<file path="config.mk">
export PLATFORM = sky130hd
export DESIGN_NAME = sensor_minmax_normalize_smooth
export DESIGN_NICKNAME = d
export VERILOG_FILES = /design/src/rtl/smn_pkg.sv /design/src/rtl/smn_ram.sv /design/src/rtl/smn_div.sv /design/src/rtl/sensor_minmax_normalize_smooth.sv
export SDC_FILE = /design/constraint.sdc
export NUM_CORES = 2
export LEC_CHECK = 0
export BUFFER_PORTS_ARGS = -buffer_cell sky130_fd_sc_hd__clkbuf_2
export CAP_MARGIN = 20
export CORE_UTILIZATION = 35
export CTS_CLUSTER_DIAMETER = 50
export DETAILED_ROUTE_END_ITERATION = 6
export GPL_TIMING_DRIVEN = 0
export RECOVER_POWER = 50
export SYNTH_ARGS = -nofsm -noshare
export SYNTH_HDL_FRONTEND = slang
export SYNTH_SLANG_ARGS = --single-unit
</file>
<file path="constraint.sdc">
create_clock -name i_clk -period 11.7 [get_ports i_clk]
set_clock_uncertainty 0.1 [all_clocks]
set_input_delay 1.17 -clock i_clk [delete_from_list [all_inputs] [get_ports i_clk]]
set_output_delay 1.17 -clock i_clk [all_outputs]
set_load 0.01 [all_outputs]
</file>
<file path="src/rtl/smn_pkg.sv">
// smn_pkg: shared types and constants for the min-max normalizer with smoothing.
// No dependencies; imported by the top level.
package smn_pkg;

    // default sizing
    localparam int NUM_CHANNELS_DEF    = 6;
    localparam int SAMPLE_BITS_DEF     = 12;
    localparam int ALPHA_FRAC_BITS_DEF = 8;

    // field widths fixed by the stream format
    localparam int CHAN_W   = 3;
    localparam int SAMPLE_W = 12;
    localparam int FS_W     = 16;
    localparam int ALPHA_W  = 9;
    localparam int NORM_W   = 16;
    localparam int SMOOTH_W = 16;

    localparam int IN_TDATA_W  = 16;   // channel + sample, padded to bytes
    localparam int OUT_TDATA_W = 40;   // channel + normalized + smoothed, padded
    localparam int OUT_PAD_W   = OUT_TDATA_W - CHAN_W - NORM_W - SMOOTH_W;

    // configuration register map
    localparam int CFG_IDX_W  = 2;
    localparam int CFG_DATA_W = 16;
    localparam logic [CFG_IDX_W-1:0] CFG_CALIBRATE  = 2'd0;
    localparam logic [CFG_IDX_W-1:0] CFG_FULL_SCALE = 2'd1;
    localparam logic [CFG_IDX_W-1:0] CFG_ALPHA      = 2'd2;

    localparam logic [FS_W-1:0]    FULL_SCALE_RST = 16'd1000;
    localparam logic [ALPHA_W-1:0] ALPHA_RST      = 9'd64;

    typedef enum logic [2:0] {
        S_IDLE,
        S_LOAD,
        S_DIV,
        S_MUL,
        S_OUT
    } t_state;

endpackage

</file>
<file path="src/rtl/smn_ram.sv">
// smn_ram: generic single-write, single-read RAM with registered read data.
// No dependencies.
module smn_ram #(
    parameter int WIDTH = 8,
    parameter int DEPTH = 4
) (
    input  logic                                  i_clk,
    input  logic                                  i_we,
    input  logic [(DEPTH > 1 ? $clog2(DEPTH) : 1)-1:0] i_waddr,
    input  logic [WIDTH-1:0]                      i_wdata,
    input  logic [(DEPTH > 1 ? $clog2(DEPTH) : 1)-1:0] i_raddr,
    output logic [WIDTH-1:0]                      o_rdata
);

    logic [WIDTH-1:0] r_mem [DEPTH];
    logic [WIDTH-1:0] r_rdata;

    always_ff @(posedge i_clk) begin
        if (i_we) begin
            r_mem[i_waddr] <= i_wdata;
        end
        r_rdata <= r_mem[i_raddr];
    end

    assign o_rdata = r_rdata;

endmodule

</file>
<file path="src/rtl/smn_div.sv">
// smn_div: iterative restoring divider, two quotient bits per cycle.
// No dependencies; used by the top level for the span division.
module smn_div #(
    parameter int NUM_W = 28,
    parameter int DEN_W = 12
) (
    input  logic             i_clk,
    input  logic             i_rst_n,
    input  logic             i_start,
    input  logic [NUM_W-1:0] i_num,
    input  logic [DEN_W-1:0] i_den,
    output logic             o_done,
    output logic [NUM_W-1:0] o_quo
);

    localparam int STEPS = (NUM_W + 1) / 2;
    localparam int PAD_W = 2 * STEPS;
    localparam int CNT_W = $clog2(STEPS + 1);
    localparam logic [CNT_W-1:0] LAST = CNT_W'(STEPS - 1);

    logic [DEN_W-1:0] r_rem, n_rem;
    logic [PAD_W-1:0] r_quo, n_quo;
    logic [DEN_W-1:0] r_den;
    logic [CNT_W-1:0] r_cnt;
    logic             r_busy;
    logic             r_done;

    // two dependent compare-subtract steps per cycle
    always_comb begin
        logic [DEN_W:0] trial;
        n_rem = r_rem;
        n_quo = r_quo;
        for (int k = 0; k < 2; k++) begin
            trial = {n_rem, n_quo[PAD_W-1]};
            n_quo = {n_quo[PAD_W-2:0], 1'b0};
            if (trial >= {1'b0, r_den}) begin
                trial    = trial - {1'b0, r_den};
                n_quo[0] = 1'b1;
            end
            n_rem = trial[DEN_W-1:0];
        end
    end

    always_ff @(posedge i_clk) begin
        if (!i_rst_n) begin
            r_busy <= 1'b0;
            r_done <= 1'b0;
            r_cnt  <= '0;
        end else begin
            r_done <= r_busy && (r_cnt == LAST);
            if (i_start) begin
                r_busy <= 1'b1;
                r_cnt  <= '0;
            end else if (r_busy) begin
                r_cnt <= r_cnt + 1'b1;
                if (r_cnt == LAST) begin
                    r_busy <= 1'b0;
                end
            end
        end
    end

    always_ff @(posedge i_clk) begin
        if (i_start) begin
            r_rem <= '0;
            r_quo <= PAD_W'(i_num);
            r_den <= i_den;
        end else if (r_busy) begin
            r_rem <= n_rem;
            r_quo <= n_quo;
        end
    end

    assign o_done = r_done;
    assign o_quo  = r_quo[NUM_W-1:0];

endmodule

</file>
<file path="src/rtl/sensor_minmax_normalize_smooth.sv">
// Per-channel min-max normalizer with exponential smoothing. One input word is
// taken at a time. A calibration word updates the channel's running min and max
// and yields nothing (RAM read on acceptance, update and write-back in the load
// state), and a dropped word is consumed in the idle state. A run word goes
// through the load, divide, multiply and output states; the span division in the
// radix-4 iterative divider is its longest step, and the next word is taken
// once the output word is loaded. The division is skipped when the span is not
// positive or the sample is at or above the channel maximum. A run word whose
// result finds the output register still full waits in its last stage until the
// word ahead is taken. Per-channel state (min, max, smoothed value) lives in one
// RAM with a valid bit per channel, so it reads as its reset value until first
// written; no clearing pass is needed. The output word sits in a register, so
// the next input word is accepted while a result waits. Channels at or above
// NUM_CHANNELS are dropped.
module sensor_minmax_normalize_smooth #(
    parameter int NUM_CHANNELS    = smn_pkg::NUM_CHANNELS_DEF,
    parameter int SAMPLE_BITS     = smn_pkg::SAMPLE_BITS_DEF,
    parameter int ALPHA_FRAC_BITS = smn_pkg::ALPHA_FRAC_BITS_DEF
) (
    input  logic                            i_clk,
    input  logic                            i_rst_n,
    // configuration write port
    input  logic                            i_cfg_we,
    input  logic [smn_pkg::CFG_IDX_W-1:0]   i_cfg_idx,
    input  logic [smn_pkg::CFG_DATA_W-1:0]  i_cfg_data,
    // input stream
    input  logic                            s_axis_tvalid,
    output logic                            s_axis_tready,
    input  logic [smn_pkg::IN_TDATA_W-1:0]  s_axis_tdata,  // channel[2:0], sample[14:3]
    // output stream
    output logic                            m_axis_tvalid,
    input  logic                            m_axis_tready,
    output logic [smn_pkg::OUT_TDATA_W-1:0] m_axis_tdata,  // out_channel[2:0],
                                                           // normalized[18:3],
                                                           // smoothed[34:19]
    output logic                            m_axis_tuser   // span_invalid
);

    import smn_pkg::*;

    localparam int AW     = (NUM_CHANNELS > 1) ? $clog2(NUM_CHANNELS) : 1;
    localparam int SB     = SAMPLE_BITS;
    localparam int WORD_W = 2 * SB + SMOOTH_W;
    localparam int NUM_W  = FS_W + SB;
    localparam int A_W    = (ALPHA_FRAC_BITS + 1 > ALPHA_W) ? ALPHA_FRAC_BITS + 1 : ALPHA_W;
    localparam int PR_W   = A_W + SMOOTH_W;
    localparam logic [A_W-1:0] ONE = A_W'(1) << ALPHA_FRAC_BITS;

    // configuration
    logic                r_cal;
    logic [FS_W-1:0]     r_fs;
    logic [ALPHA_W-1:0]  r_alpha;

    always_ff @(posedge i_clk) begin
        if (!i_rst_n) begin
            r_cal   <= 1'b0;
            r_fs    <= FULL_SCALE_RST;
            r_alpha <= ALPHA_RST;
        end else if (i_cfg_we) begin
            unique case (i_cfg_idx)
                CFG_CALIBRATE:  r_cal   <= i_cfg_data[0];
                CFG_FULL_SCALE: r_fs    <= i_cfg_data;
                CFG_ALPHA:      r_alpha <= i_cfg_data[ALPHA_W-1:0];
                default: ;
            endcase
        end
    end

    // input decode
    logic [CHAN_W-1:0]   in_ch;
    logic [SAMPLE_W-1:0] in_sample;
    logic                in_range;
    logic [AW-1:0]       in_addr;

    assign in_ch     = s_axis_tdata[CHAN_W-1:0];
    assign in_sample = s_axis_tdata[CHAN_W +: SAMPLE_W];
    assign in_range  = (32'(in_ch) < NUM_CHANNELS);
    assign in_addr   = AW'(in_ch);

    t_state r_state, n_state;

    logic                in_acc;
    logic                ram_we;
    logic [WORD_W-1:0]   ram_wdata;
    logic [WORD_W-1:0]   ram_rdata;
    logic                div_start;
    logic                div_done;
    logic [NUM_W-1:0]    div_quo;
    logic                out_load;

    // per-item registers
    logic [AW-1:0]       r_addr;
    logic [CHAN_W-1:0]   r_ch;
    logic [SB-1:0]       r_s;
    logic                r_rd_vld;
    logic [SB-1:0]       r_min, r_max;
    logic [SMOOTH_W-1:0] r_old;
    logic                r_bad;
    logic [NORM_W-1:0]   r_norm;
    logic [PR_W-1:0]     r_p1, r_p2;
    logic [NUM_CHANNELS-1:0] r_ent_vld;

    // entry decode, reset values for entries never written
    logic [SB-1:0]       ent_min, ent_max, s_c, new_min, new_max;
    logic [SMOOTH_W-1:0] ent_sm, new_sm;
    logic                bad, sat;
    logic [SB-1:0]       span;
    logic [NUM_W-1:0]    num;
    logic [A_W-1:0]      a_eff, alpha_ext;
    logic [PR_W:0]       sum;

    assign ent_min = r_rd_vld ? ram_rdata[SB-1:0]                 : '1;
    assign ent_max = r_rd_vld ? ram_rdata[2*SB-1:SB]              : '0;
    assign ent_sm  = r_rd_vld ? ram_rdata[2*SB +: SMOOTH_W]       : '0;

    assign new_min = (r_s < ent_min) ? r_s : ent_min;
    assign new_max = (r_s > ent_max) ? r_s : ent_max;

    assign s_c  = (r_s < ent_min) ? ent_min : r_s;
    assign bad  = (ent_max <= ent_min);
    assign sat  = (s_c >= ent_max);
    assign span = ent_max - ent_min;
    assign num  = NUM_W'(r_fs) * NUM_W'(s_c - ent_min);

    assign alpha_ext = A_W'(r_alpha);
    assign a_eff     = (alpha_ext > ONE) ? ONE : alpha_ext;
    assign sum       = (PR_W + 1)'(r_p1) + (PR_W + 1)'(r_p2);
    assign new_sm    = SMOOTH_W'(sum >> ALPHA_FRAC_BITS);

    // next state
    always_comb begin
        n_state = r_state;
        unique case (r_state)
            S_IDLE: if (s_axis_tvalid && in_range) n_state = S_LOAD;
            S_LOAD: begin
                if (r_cal)           n_state = S_IDLE;
                else if (bad || sat) n_state = S_MUL;
                else                 n_state = S_DIV;
            end
            S_DIV:  if (div_done) n_state = S_MUL;
            S_MUL:  n_state = S_OUT;
            S_OUT:  if (!m_axis_tvalid || m_axis_tready) n_state = S_IDLE;
            default: n_state = S_IDLE;
        endcase
    end

    // state outputs
    always_comb begin
        s_axis_tready = 1'b0;
        ram_we        = 1'b0;
        div_start     = 1'b0;
        out_load      = 1'b0;
        ram_wdata     = {ent_sm, new_max, new_min};
        unique case (r_state)
            S_IDLE: s_axis_tready = 1'b1;
            S_LOAD: begin
                ram_we    = r_cal;
                div_start = !r_cal && !bad && !sat;
            end
            S_DIV, S_MUL: ;
            S_OUT: begin
                out_load  = !m_axis_tvalid || m_axis_tready;
                ram_we    = out_load;
                ram_wdata = {new_sm, r_max, r_min};
            end
            default: ;
        endcase
    end

    assign in_acc = s_axis_tvalid && s_axis_tready;

    always_ff @(posedge i_clk) begin
        if (!i_rst_n) begin
            r_state   <= S_IDLE;
            r_ent_vld <= '0;
        end else begin
            r_state <= n_state;
            if (ram_we) begin
                r_ent_vld[r_addr] <= 1'b1;
            end
        end
    end

    always_ff @(posedge i_clk) begin
        if (in_acc) begin
            r_addr   <= in_addr;
            r_ch     <= in_ch;
            r_s      <= SB'(in_sample);
            r_rd_vld <= in_range && r_ent_vld[in_addr];
        end
        if (r_state == S_LOAD) begin
            r_min  <= ent_min;
            r_max  <= ent_max;
            r_old  <= ent_sm;
            r_bad  <= bad;
            r_norm <= bad ? '0 : r_fs;
        end
        if (r_state == S_DIV && div_done) begin
            r_norm <= div_quo[NORM_W-1:0];
        end
        if (r_state == S_MUL) begin
            r_p1 <= PR_W'(a_eff) * PR_W'(r_norm);
            r_p2 <= PR_W'(ONE - a_eff) * PR_W'(r_old);
        end
    end

    smn_ram #(
        .WIDTH (WORD_W),
        .DEPTH (NUM_CHANNELS)
    ) u_state_ram (
        .i_clk   (i_clk),
        .i_we    (ram_we),
        .i_waddr (r_addr),
        .i_wdata (ram_wdata),
        .i_raddr (in_addr),
        .o_rdata (ram_rdata)
    );

    smn_div #(
        .NUM_W (NUM_W),
        .DEN_W (SB)
    ) u_div (
        .i_clk   (i_clk),
        .i_rst_n (i_rst_n),
        .i_start (div_start),
        .i_num   (num),
        .i_den   (span),
        .o_done  (div_done),
        .o_quo   (div_quo)
    );

    // output register
    logic                r_m_valid;
    logic [CHAN_W-1:0]   r_m_ch;
    logic [NORM_W-1:0]   r_m_norm;
    logic [SMOOTH_W-1:0] r_m_sm;
    logic                r_m_bad;

    always_ff @(posedge i_clk) begin
        if (!i_rst_n) begin
            r_m_valid <= 1'b0;
        end else if (out_load) begin
            r_m_valid <= 1'b1;
        end else if (m_axis_tready) begin
            r_m_valid <= 1'b0;
        end
    end

    always_ff @(posedge i_clk) begin
        if (out_load) begin
            r_m_ch   <= r_ch;
            r_m_norm <= r_norm;
            r_m_sm   <= new_sm;
            r_m_bad  <= r_bad;
        end
    end

    assign m_axis_tvalid = r_m_valid;
    assign m_axis_tdata  = {OUT_PAD_W'(0), r_m_sm, r_m_norm, r_m_ch};
    assign m_axis_tuser  = r_m_bad;

    // checks
    a_out_free: assert property (@(posedge i_clk) disable iff (!i_rst_n)
        out_load |-> (!m_axis_tvalid || m_axis_tready))
        else $error("output word overwritten while held");

    a_div_in_div: assert property (@(posedge i_clk) disable iff (!i_rst_n)
        div_done |-> (r_state == S_DIV))
        else $error("divider finished outside divide state");

    a_no_write_idle: assert property (@(posedge i_clk) disable iff (!i_rst_n)
        ram_we |-> (r_state == S_LOAD || r_state == S_OUT))
        else $error("state RAM written from wrong state");

    a_bad_zero: assert property (@(posedge i_clk) disable iff (!i_rst_n)
        (m_axis_tvalid && m_axis_tuser) |-> (r_m_norm == '0))
        else $error("invalid span with nonzero normalized value");

    a_cal_no_out: assert property (@(posedge i_clk) disable iff (!i_rst_n)
        (r_state == S_LOAD && r_cal) |=> !out_load)
        else $error("calibration word produced a result");

endmodule
</file>
Word-level counts from Yosys, hierarchy flattened
Memories as Yosys holds them, arrays and structs flattened. A register that Yosys moved wholly into a read port is not among the register bits.
Index checks and enable logic that the tools add are counted.
W data, S select, Z words.
{"block": "totals", "regBits": 251, "mem_bits_rw": 240, "in_bits": 39, "out_inout_bits": 43, "wordCells": 122, "n_memories": 1}
{"memory": "u_state_ram.r_mem", "depth": 6, "word_bits": 40, "rd": 1, "rd_ports_with_merged_regs": 1, "write_ports": 1, "line_no": "smn_ram.sv:15", "text": "logic [WIDTH-1:0] r_mem [DEPTH];"}
{"block": "classes", "add_sub_neg": 7, "mul": 3, "magnitude_cmp": 11, "n_eq_ne": 10, "mux": 38, "n_bitwise": 2, "reduce_logical": 24}
{"cell": "$mux W12", "count": 7}
{"cell": "$mux W16", "count": 4}
{"cell": "$mux W28", "count": 2}
{"cell": "$mux W40", "count": 1}
{"cell": "$sub A12 B12 Y12", "count": 3}
{"cell": "$mul A17 B13 Y28", "count": 1}
{"cell": "$ge A13 B12 Y1", "count": 2}
{"cell": "$add A24 B24 Y24", "count": 1}
{"cell": "$mul A10 B17 Y24", "count": 1}
{"cell": "$mul A9 B16 Y24", "count": 1}
{"cell": "$mux W1", "count": 15}
{"cell": "$pmux W3 S5", "count": 1}
{"cell": "$sub A12 B12 Y13", "count": 1}
{"cell": "$ge A12 B12 Y1", "count": 1}
{"cell": "$gt A12 B12 Y1", "count": 1}
{"cell": "$le A12 B12 Y1", "count": 1}
{"cell": "$lt A12 B12 Y1", "count": 1}
{"cell": "$sub A9 B9 Y10 const A", "count": 1}
{"cell": "$gt A9 B9 Y1 const B", "count": 1}
{"cell": "$mux W3", "count": 3}
{"cell": "$mux W9", "count": 1}
{"cell": "$logic_and A1 B1 Y1", "count": 8}
{"cell": "$lt A3 B4 Y1 const B", "count": 2}
{"cell": "$eq A3 B2 Y1 const B", "count": 2}
{"cell": "other kinds (24)", "count": 33}

Depth between registers and ports, before layout
{"block": "logic_depth", "ltp_word": 8, "depth_mapped": 46, "ltp_nobuf": 42}

By module
Synthesis repeated with hierarchy kept, for this count alone.
{"block": "unflattened", "cells_unflattened": 3643, "hier_area_um2": 40114.7}
{"module": "sensor_minmax_normalize_smooth", "n_inst": 1, "cells_per_inst": 2778, "area_per_inst_um2": 26281.5, "seq_area_each_um2": 5435.2}
{"module": "smn_ram", "n_inst": 1, "cells_per_inst": 519, "area_per_inst_um2": 10067.2, "seq_area_each_um2": 8007.7}
{"module": "smn_div", "n_inst": 1, "cells_per_inst": 346, "area_per_inst_um2": 3766.1, "seq_area_each_um2": 1561.5}

Least setup slack after synthesis
OpenSTA, ideal clock, no wires.
{"block": "synth_path", "path_kind": "register to register", "from": "reg r_rd_vld", "to": "reg u_div.r_quo[26], in the netlist u_div.o_quo[26], data pin", "setup_ns": 0.262, "arrival_time_ns": 10.130, "required_time_ns": 11.338, "setup_slack_ns": 1.207, "path_stages_with_launch": 43, "path_cell_list": "edfxtp_1 > clkbuf_1 > nand2b_1 > inv_1 > ha_1 > or3_1 > o21ai_0 > a21oi_1 > maj3_1 > maj3_1 > a31oi_1 > buf_4 > buf_1 > a21oi_1 > ha_1 > nor2b_1 > o21ai_0 > a21boi_0 > (+7 left out) > fa_1 > inv_1 > fa_1 > fa_1 > fa_1 > inv_1 > fa_1 > inv_1 > ha_1 > a21oi_1 > nor2_1 > a211oi_1 > a21oi_1 > a221oi_1 > o21bai_1 > a21oi_1 > xnor2_1 > mux2_1"}
{"block": "synth_between", "elab_chain_cells": 8, "word_cells_on_any_way": 14}
{"item": "from (decl)", "line_no": "sensor_minmax_normalize_smooth.sv:95", "text": "logic r_rd_vld;"}
{"item": "from (signal assigned)", "line_no": "sensor_minmax_normalize_smooth.sv:189", "text": "r_rd_vld <= in_range && r_ent_vld[in_addr];"}
{"item": "$mux W12 *", "line_no": "sensor_minmax_normalize_smooth.sv:112", "text": "assign ent_min = r_rd_vld ? ram_rdata[SB-1:0] : '1;"}
{"item": "named net ent_min[3]", "line_no": "sensor_minmax_normalize_smooth.sv:104", "text": "logic [SB-1:0] ent_min, ent_max, s_c, new_min, new_max;"}
{"item": "parallel branches: the longest is 6 deep, another holds $mul A17 B13 Y28"}
{"item": "$mux W28 *", "line_no": "smn_div.sv:64", "text": "if (i_start) begin"}
{"item": "to (signal assigned)", "line_no": "smn_div.sv:66", "text": "r_quo <= PAD_W'(i_num);"}
{"item": "to (signal assigned)", "line_no": "smn_div.sv:70", "text": "r_quo <= n_quo;"}
{"item": "to (decl)", "line_no": "smn_div.sv:22", "text": "logic [PAD_W-1:0] r_quo, n_quo;"}
Mark *: on every way through the listed nets, which the timed path passes.
A chain may end at the register's enable or synchronous reset.

Worst setup path after layout
Ends and elaborated chain as after synthesis.

==> results.json <==
{
  "fin_crit_sh_pct": 95.5,
  "ir_worst_vdd_v": 0.00118,
  "grt_pass1_wl_um": 158000,
  "p_per_area_nw_per_um2": 317,
  "synthArstFlopShare_pct": 0,
  "final_cells": 5359,
  "avgViaCountPerCell": 5.01,
  "synth_top_flop_cell": "edfxtp_1",
  "core_area_um2": 112000,
  "utilization_pct": 39.6,
  "placedCellCount": 5223,
  "wl_um": 101000,
  "cts-root-buf": "clkbuf_16",
  "tightest_slew_ns": 2.44,
  "portBuffers": 75,
  "synthCells": 3606,
  "cts_buffer_depth": 3,
  "cp-end-kind": "flip-flop",
  "total_power_mw": 14.1,
  "path_common_cell": "buf_4",
  "critPathSlowestCell": "fa_1",
  "period_minus_slack_ns": 11.17,
  "syn-cell-area_um2": 39600,
  "vias": 26900,
  "grt_pass1_vias": 27600,
  "rsz0062_at_grt": "no",
  "post_drt_wl_per_cell_um": 18.8,
  "top_layer": "met5",
  "ios": 82,
  "rows": 123,
  "violations": "max-capacitance violations, max-slew violations",
  "die_h_um": 339,
  "dr.pass1.iters": 5,
  "setup.worst_path.class": "flip-flop to flip-flop",
  "pre_cts_ws_ns": -1.14,
  "die-area_um2": 115000,
  "drv_slew": 122,
  "grt_max_degree": 41,
  "cap_violations": 5,
  "drive_above_1_share_pct": 7.23,
  "startpoint_type": "flip-flop",
  "fp.dieW_um": 339,
  "clk_pin_slew_ns": 0.05,
  "clk_latency_ns": 0.62,
  "hpwl_um": 78100,
  "overflow": 0,
  "synth_edf_count": 437,
  "synth.avg_cell_area_um2": 11.0,
  "yosysWarnings": 0,
  "areaGrowthSynthToFinish_pct": 12.4,
  "timing.final.ws_setup_ns": 0.530,
  "start_util_pct": 35.3,
  "worstPathMaxFanout": 10,
  "cts_htree_levels": 3,
  "wl_met1_um": 45800,
  "gr-usage-all-layers_pct": 17.8,
  "ys_seq_area_share_pct": 37.9,
  "drt_iter0_markers": 1734,
  "timing.fmax_mhz": 89.5,
  "ys_ff_latch": 531,
  "slew_headroom_pct": -63.3,
  "cts-buffers-inserted": 69,
  "ant_nets": 0,
  "antenna_found_initial": 5,
  "power_leakage_nw": 18.8,
  "status": "complete, but fails checks",
  "cts_tree": "yes",
  "nets": 4508,
  "setup_viol": 0,
  "cp.arrival_ns": 11.45,
  "hold_path.class": "flip-flop to flip-flop",
  "hold_violations": 0,
  "gp_congestion": 0.869,
  "cts_sinks": 531,
  "route.met2.wl_um": 46500,
  "route.met3.wl_um": 6580,
  "drc": 0,
  "synth_cell_types": 66,
  "slowest_delay_ns": 0.53,
  "cp.required_ns": 11.98
}
[where the power goes]
group	internal (mW)	leakage [nW]	total, mW	switching [mW]
sequential	2.21	4.76	2.26	0.0542
combinational	4.26	13.0	9.77	5.51
clock	1.22	1.09	2.07	0.852
total	7.69	18.8	14.1	6.41
[cells in the final DEF (no fill, tap or decap), drive strengths merged, types with 58 or more instances in the layout]
| master | instances |
|---|---|
| o21ai | 94 |
| xnor2 | 90 |
| fa | 367 |
| nor2 | 166 |
| nand2 | 448 |
| a21oi | 157 |
| nand2b | 60 |
| mux2i | 90 |
| inv | 471 |
| clkbuf | 297 |
| ha | 302 |
| buf | 58 |
| dfxtp | 94 |
| and2 | 180 |
| edfxtp | 437 |
[synthesized netlist by cell type, drive strengths merged (9+ instances only)]
master / instances / area (µm²)
inv: 460 / 1730
nand2: 448 / 1680
edfxtp: 437 / 13100
fa: 367 / 7350
ha: 302 / 3780
and2: 180 / 1130
nor2: 166 / 623
a21oi: 157 / 786
clkbuf: 107 / 402
dfxtp: 94 / 1880
o21ai: 94 / 470
mux2i: 90 / 901
xnor2: 90 / 788
nand2b: 60 / 375
nor2b: 55 / 344
mux2: 52 / 586
nor3: 46 / 230
buf: 44 / 224
mux4: 41 / 923
nand3: 35 / 175
a21o: 31 / 233
xor2: 28 / 245
a211oi: 27 / 203
o21a: 25 / 188
a31oi: 19 / 119
nand4: 16 / 100
o21bai: 16 / 120
a21boi: 15 / 113
and3: 11 / 68.8
or2: 11 / 68.8
nor3b: 9 / 72.6
or3: 9 / 56.3
[logic make-up after synthesis]
group	count (synthesis)	synth area share, %
flip-flops	531	37.9
AO/OA/AOI/OAI	428	6.64
multiplexers	183	6.08
XOR/XNOR	118	2.61
buffers and inverters	611	5.93
adder cells (fa/ha/maj)	671	28.1
other	2	0.0189
AND/OR/NAND/NOR	1062	12.7
[path summary, 6_finish.rpt]
kind / depth (start not counted) / to / startpoint / slack [ns]
setup / recovery: 42 / u_div.o_quo[26]$_DFFE_PP_ / r_rd_vld$_DFFE_PP_ / 0.53
hold / removal: 0 / m_axis_tuser$_DFFE_PP_ / r_bad$_DFFE_PP_ / 0.34
setup reg to reg: 42 / u_div.o_quo[26]$_DFFE_PP_ / r_rd_vld$_DFFE_PP_ / 0.53
hold reg to reg: 0 / m_axis_tuser$_DFFE_PP_ / r_bad$_DFFE_PP_ / 0.34
[critical path: cells and delay by family, from the launching register on]
family / cells / cell delay, ns
AOI/OAI and AO/OA: 18 / 3.42
DFF: 1 / 0.52
adders and majority gates: 10 / 4.04
xor gates and xnor gates: 1 / 0.10
buffers and inverters: 7 / 1.49
muxes: 2 / 0.59
and+or+nand+nor: 4 / 0.66
[layer usage]
metal | GRT usage [%] | vias up
li1 | - | 12500
met1 | 24.8 | 13500
met2 | 28.5 | 739
met3 | 3.42 | 135
met4 | 4.12 | 4
met5 | 0 | -
[stage by stage]
step                      TNS (ns)  area, µm²  hold slack (ns)
final                            0      44500            0.337
after global routing             0      44500            0.347
after CTS                        0      44700            0.342
after detailed placement     -6.66      42300            0.329
after global placement     -372.81      42000            0.309
after floorplan                  0      39700            0.300
[state kept, by name (all words and copies together), names as in the netlist, 24 cells and up]
name and flops:
r_p1 24, u_state_ram.o_rdata 40, u_div.o_quo 28, u_state_ram.r_mem 240, r_p2 24
[what timing repair did]
action | 4_1_cts | 5_1_grt
hold buffers | 0 | 0
setup endpoints to repair | 10 | 9
pin swaps | 0 | 3
buffers inserted | 3 | 4
resized for setup | 13 | 22
[layout make-up]
class | count | area (µm²)
multi-input cells | 2482 | 22500
fillers | 11000 | 67800
clock inverters | 29 | 304
inverters | 460 | 1730
diodes | 2 | 5.00
repair buffers | 106 | 564
plain buffers | 150 | 631
clock buffers | 99 | 1940
flip-flops and latches | 531 | 15000
well taps | 1500 | 1880
Note: power is estimated with default switching activity, not from simulation.
